[src/sv/b2s_pkg.sv]
`default_nettype none
package b2s_pkg;

  typedef logic [31:0] word_t;

  localparam logic [31:0] IV0 = 32'h6A09E667;
  localparam logic [31:0] IV1 = 32'hBB67AE85;
  localparam logic [31:0] IV2 = 32'h3C6EF372;
  localparam logic [31:0] IV3 = 32'hA54FF53A;
  localparam logic [31:0] IV4 = 32'h510E527F;
  localparam logic [31:0] IV5 = 32'h9B05688C;
  localparam logic [31:0] IV6 = 32'h1F83D9AB;
  localparam logic [31:0] IV7 = 32'h5BE0CD19;
  localparam logic [31:0] PARAM_WORD = 32'h01010000;
  localparam logic [31:0] DIGEST_BYTES = 32'd32;

  typedef struct packed {
    logic start_msg;
    logic absorb;
    logic pad_final;
    logic comp_start;
    logic comp_final;
    logic comp_step;
    logic finish;
  } cmd_t;

  typedef struct packed {
    logic buf_full;
    logic key_on;
    logic split;
    logic comp_done;
  } sts_t;

  function automatic word_t iv_word(input logic [2:0] i);
    word_t w;
    unique case (i)
      3'd0: w = IV0;
      3'd1: w = IV1;
      3'd2: w = IV2;
      3'd3: w = IV3;
      3'd4: w = IV4;
      3'd5: w = IV5;
      3'd6: w = IV6;
      default: w = IV7;
    endcase
    return w;
  endfunction

  function automatic logic [3:0] sigma(input logic [3:0] r, input logic [3:0] k);
    logic [63:0] row;
    unique case (r)
      4'd0: row = 64'hFEDCBA9876543210;
      4'd1: row = 64'h357B20C16DF984AE;
      4'd2: row = 64'h491763EADF250C8B;
      4'd3: row = 64'h8F04A562EBCD1397;
      4'd4: row = 64'hD386CB1EFA427509;
      4'd5: row = 64'h91EF57D438B0A6C2;
      4'd6: row = 64'hB8293670A4DEF15C;
      4'd7: row = 64'hA2684F05931CE7BD;
      4'd8: row = 64'h5A417D2C803B9EF6;
      default: row = 64'h0DC3E9BF5167482A;
    endcase
    return row[{k, 2'b00} +: 4];
  endfunction

  function automatic logic [127:0] gmix(input word_t a, input word_t b, input word_t c,
                                        input word_t d, input word_t x, input word_t y);
    word_t a1, b1, c1, d1;
    a1 = a + b + x;
    d1 = d ^ a1; d1 = {d1[15:0], d1[31:16]};
    c1 = c + d1;
    b1 = b ^ c1; b1 = {b1[11:0], b1[31:12]};
    a1 = a1 + b1 + y;
    d1 = d1 ^ a1; d1 = {d1[7:0], d1[31:8]};
    c1 = c1 + d1;
    b1 = b1 ^ c1; b1 = {b1[6:0], b1[31:7]};
    return {a1, b1, c1, d1};
  endfunction

endpackage
`default_nettype wire

[src/sv/b2s_ctrl.sv]
`default_nettype none
module b2s_ctrl (
  input  wire logic         clk,
  input  wire logic         rst_n,
  input  wire logic         in_tvalid,
  output logic              in_tready,
  input  wire logic         item_last,
  input  wire logic         item_nonempty,
  input  wire b2s_pkg::sts_t sts,
  output b2s_pkg::cmd_t     cmd,
  output logic              out_busy,
  input  wire logic         out_free
);
  localparam logic [2:0] S_IDLE = 3'd0;
  localparam logic [2:0] S_COMP = 3'd1;
  localparam logic [2:0] S_FIN  = 3'd2;
  localparam logic [2:0] S_OUT  = 3'd3;

  logic [2:0] state_r, state_nxt;
  logic in_msg_r, in_msg_nxt;
  logic final_r, final_nxt;
  logic acc;
  logic full;

  // A keyed message starts with the key block already full.
  assign full = sts.buf_full || (!in_msg_r && sts.key_on);
  assign in_tready = (state_r == S_IDLE) && !(item_nonempty && full) && !sts.split;
  assign acc = in_tvalid && in_tready;
  assign out_busy = (state_r == S_OUT);

  always_comb begin
    state_nxt = state_r;
    in_msg_nxt = in_msg_r;
    final_nxt = final_r;
    cmd = '0;
    unique case (state_r)
      S_IDLE: begin
        if (in_tvalid) begin
          cmd.start_msg = !in_msg_r;
          in_msg_nxt = 1'b1;
          if (item_nonempty && full) begin
            if (in_msg_r) begin
              cmd.comp_start = 1'b1;
              state_nxt = S_COMP;
              final_nxt = 1'b0;
            end
          end else begin
            cmd.absorb = 1'b1;
            if (acc && item_last) begin
              state_nxt = S_FIN;
            end
          end
        end
      end
      S_COMP: begin
        cmd.comp_step = 1'b1;
        if (sts.comp_done) begin
          state_nxt = final_r ? S_OUT : S_IDLE;
          if (final_r) begin
            cmd.finish = 1'b1;
            in_msg_nxt = 1'b0;
          end
        end
      end
      S_FIN: begin
        cmd.pad_final = 1'b1;
        cmd.comp_start = 1'b1;
        cmd.comp_final = 1'b1;
        final_nxt = 1'b1;
        state_nxt = S_COMP;
      end
      S_OUT: begin
        if (out_free) begin
          state_nxt = S_IDLE;
        end
      end
      default: state_nxt = S_IDLE;
    endcase
  end

  always_ff @(posedge clk) begin
    if (!rst_n) begin
      state_r <= S_IDLE;
      in_msg_r <= 1'b0;
      final_r <= 1'b0;
    end else begin
      state_r <= state_nxt;
      in_msg_r <= in_msg_nxt;
      final_r <= final_nxt;
    end
  end

`ifndef SYNTH
  a_comp_start_idle: assert property (@(posedge clk) disable iff (!rst_n)
    cmd.comp_start && !cmd.comp_final |-> state_r == S_IDLE && !in_tready)
    else $error("compression start outside idle");
  a_fin_to_comp: assert property (@(posedge clk) disable iff (!rst_n)
    state_r == S_FIN |=> state_r == S_COMP)
    else $error("final pad not followed by compression");
  a_no_accept_busy: assert property (@(posedge clk) disable iff (!rst_n)
    state_r != S_IDLE |-> !in_tready)
    else $error("input ready while busy");
`endif
endmodule
`default_nettype wire

[config.mk]
export PLATFORM = sky130hd
export DESIGN_NAME = b2s_ctrl
export DESIGN_NICKNAME = d
export VERILOG_FILES = /design/src/sv/b2s_pkg.sv /design/src/sv/b2s_ctrl.sv
export SDC_FILE = /design/constraint.sdc
export NUM_CORES = 1
export LEC_CHECK = 0
export BUFFER_PORTS_ARGS = -buffer_cell sky130_fd_sc_hd__buf_2
export CAP_MARGIN = 10
export CORE_AREA = 10 10 47 49
export DETAILED_ROUTE_END_ITERATION = 6
export DIE_AREA = 0 0 57 59
export PLACE_DENSITY_LB_ADDON = 0.08
export SETUP_SLACK_MARGIN = 0.02
export SLEW_MARGIN = 20
export SYNTH_ARGS = -nofsm -noshare
export SYNTH_HDL_FRONTEND = slang
export SYNTH_SLANG_ARGS = --single-unit
[constraint.sdc]
create_clock -name clk -period 1.65 [get_ports clk]
set_input_delay 0.4125 -clock clk [delete_from_list [all_inputs] [get_ports clk]]
set_output_delay 0.4125 -clock clk [all_outputs]
set_load 0.02 [all_outputs]
==> run summary <==
run status: finished, final reports clean
clock-pin transition on the worst setup and hold timing paths: 0.04 ns
vias in the first global route: 395
Post-Place Worst Slack: 0.115 ns
FFs w/ async S/R, synth: 0%
number of instances in the synthesized netlist: 45
Antenna Violating Nets Remaining: 0
post-DR wirelength/cell: 13.4 µm
overall power of the completed layout: 608 µW
Total Neg Setup Slack: 0 ns
maximum root-to-sink buffer count: 2
global-route usage over all layers: 7.14%
vias per inst: 4.78
post-synth design cell area: 377 µm²
post-route DRC violation count: 0
startpoint class of the critical path: flop
kind of capture point of the worst setup path: primary output
Initial Util: 26.9%
transition time at the pin with the least slew margin: 0.282 ns
number of max-cap violations: 0
initial antenna violation count: 0
post-route worst setup slack: 0.0461 ns
signal arrival time at the worst endpoint: 1.19 ns
final hold vios: 0
utilization after layout: 37.6%
global-route wire length before repair: 1820 µm
share of the cycle needed by the critical path after routing: 97.2%
number of pins with negative max-slew slack in the final report: 0
number of sinks on the clock net: 4
Worst Clk Skew: 0.00132 ns
total power divided by cell area: 1150 nW/µm²
peak fanout along the critical path: 3
cts bufs inserted: 3
Final setup violation count: 0
setup repair after global routing missed its margin: true
detailed-placement wirelength estimate: 915 µm
predominant post-synthesis flop cell: dfxtp_1
Max Clock Freq: 623 MHz
number of flops mapped to enable cells by yosys: 0
met3 usage: 3.00%
count of inserted antenna diode cells: 0
max-slew headroom at the worst pin: 81.2%
chip height: 59 µm
area of the die: 3360 µm²
met2 layer usage reported by global route: 10.1%
clock tree root buffer cell: clkbuf_4
static leakage: 0.267 nW
top-count cell post-synth: nand2_1
Area contributors post-synth: dfxtp_1, and3_4, mux2i_1
Detailed Routing Iterations Pass 1: 2
core area: 1400 µm²
time the worst path needs with I/O delays and setup: 1.60 ns
via count: 397
area delta synth->final: 39.9%
Hold/Removal Path Class: input pin to flop
number of I/O pins: 19
cell accounting for the most synthesized area: dfxtp_1
clock latency on the worst-skew pair: 0.23 ns
iteration-0 DRC count of the detailed router: 7
H-tree Lvls: 1
number of nets in the finished design: 79
final routed wirelength across all metal layers: 1110 µm
required arrival time at the worst endpoint: 1.24 ns
total congestion overflow: 0
cell types with the highest counts after synthesis: nand2_1, dfxtp_1, nor2_1
DIE WIDTH: 57 µm
final weighted congestion in routability-driven placement: 0.754
met1 demand-to-capacity share in global routing: 7.38%
Yosys warning total: 0
net count of the mapped netlist: 55
clock tree from TritonCTS: built
largest net degree at the start of global routing: 8
placement row count: 14
IR Drop Worst-Case VDD: 0.000316 V
average instance area after synthesis: 8.37 µm²
area fraction of the dominant cell type after synthesis: 21.3%
FF+latch count, synth: 4
busiest layer in global routing: met2
count of input and output buffers: 18
Distinct cells, synth: 26
category of the most critical setup path: flop to primary output
fraction of layout cells with a size suffix above 1: 52.2%
sequential-to-total area share from yosys stat: 21.3%
cell families (layout without fill, tap and decap cells):
group | Yosys count | after routing | share of synthesized area [%]
mux | 2 | 2 | 5.32
compound gates | 7 | 7 | 15.6
simple gates | 26 | 26 | 47.8
flops | 4 | 4 | 21.3
buf+inv | 6 | 28 | 9.97
cells in the final DEF (no fill, tap or decap), types with 2 or more instances in the layout:
| cell | n |
|---|---|
| mux2i_1 | 2 |
| buf_2 | 16 |
| buf_4 | 6 |
| dfxtp_1 | 3 |
| nand3_1 | 2 |
| inv_1 | 3 |
| and3_4 | 2 |
| nand2b_1 | 3 |
| clkbuf_4 | 3 |
| nand2_1 | 5 |
| nor2_1 | 4 |
layout make-up:
| class | instances | area, µm² |
|---|---|---|
| Clock buffer | 3 | 22.5 |
| Timing Repair Buffer | 22 | 125 |
| Tap cell | 16 | 20.0 |
| Multi-Input combinational cell | 35 | 267 |
| Inverter | 3 | 11.3 |
| Fill cell | 168 | 875 |
| Sequential cell | 4 | 81.3 |
critical path, cell delays in order, from the launching register on:
cell	delay (ns)
dfxtp_1	0.31
nand3b_4	0.16
and3_4	0.18
and2_1	0.15
buf_4	0.15
through the flow:
stage / cells / hold slack [ns] / instance area (µm²)
CTS: 82 / 0.455 / 514
global route: 83 / 0.475 / 527
floorplan: 45 / 0.458 / 377
global placement: 79 / 0.488 / 483
finish: 83 / 0.462 / 527
detailed placement: 79 / 0.479 / 483
path summary, 6_finish.rpt:
path,start,slack [ns],cells past startpoint,end
worst max-delay path,in_msg_r$_SDFFE_PN0P_,0.05,4,cmd[5]
worst min-delay path,rst_n,0.46,3,state_r[1]$_SDFFE_PN0P_
worst max register to register,state_r[0]$_SDFFE_PN0P_,0.42,5,state_r[0]$_SDFFE_PN0P_
worst min register to register,final_r$_SDFFE_PN0P_,0.49,2,final_r$_SDFFE_PN0P_
routing by layer:
metal	part of all wire, %	vias up
li1	-	201
met2	43	15
met4	5.0	0
met3	8.5	5
met5	0	-
met1	43	176
flip-flops by register name, summed over array words and instances, names as in the netlist:
name      cells
in_msg_r      1
state_r       2
final_r       1
power by group:
part           switching, mW  internal (mW)  leakage (nW)
logic                  0.184          0.157         0.220
clock network         0.0401         0.0814        0.0138
registers             0.0253          0.120        0.0333
repair_timing:
action	4_1_cts	5_1_grt
gates resized for setup	3	2
setup buffers	0	1
pin swaps	0	1
hold buffers	0	0
setup endpoints to repair	2	3
Note: power is estimated with default switching activity, not from simulation.
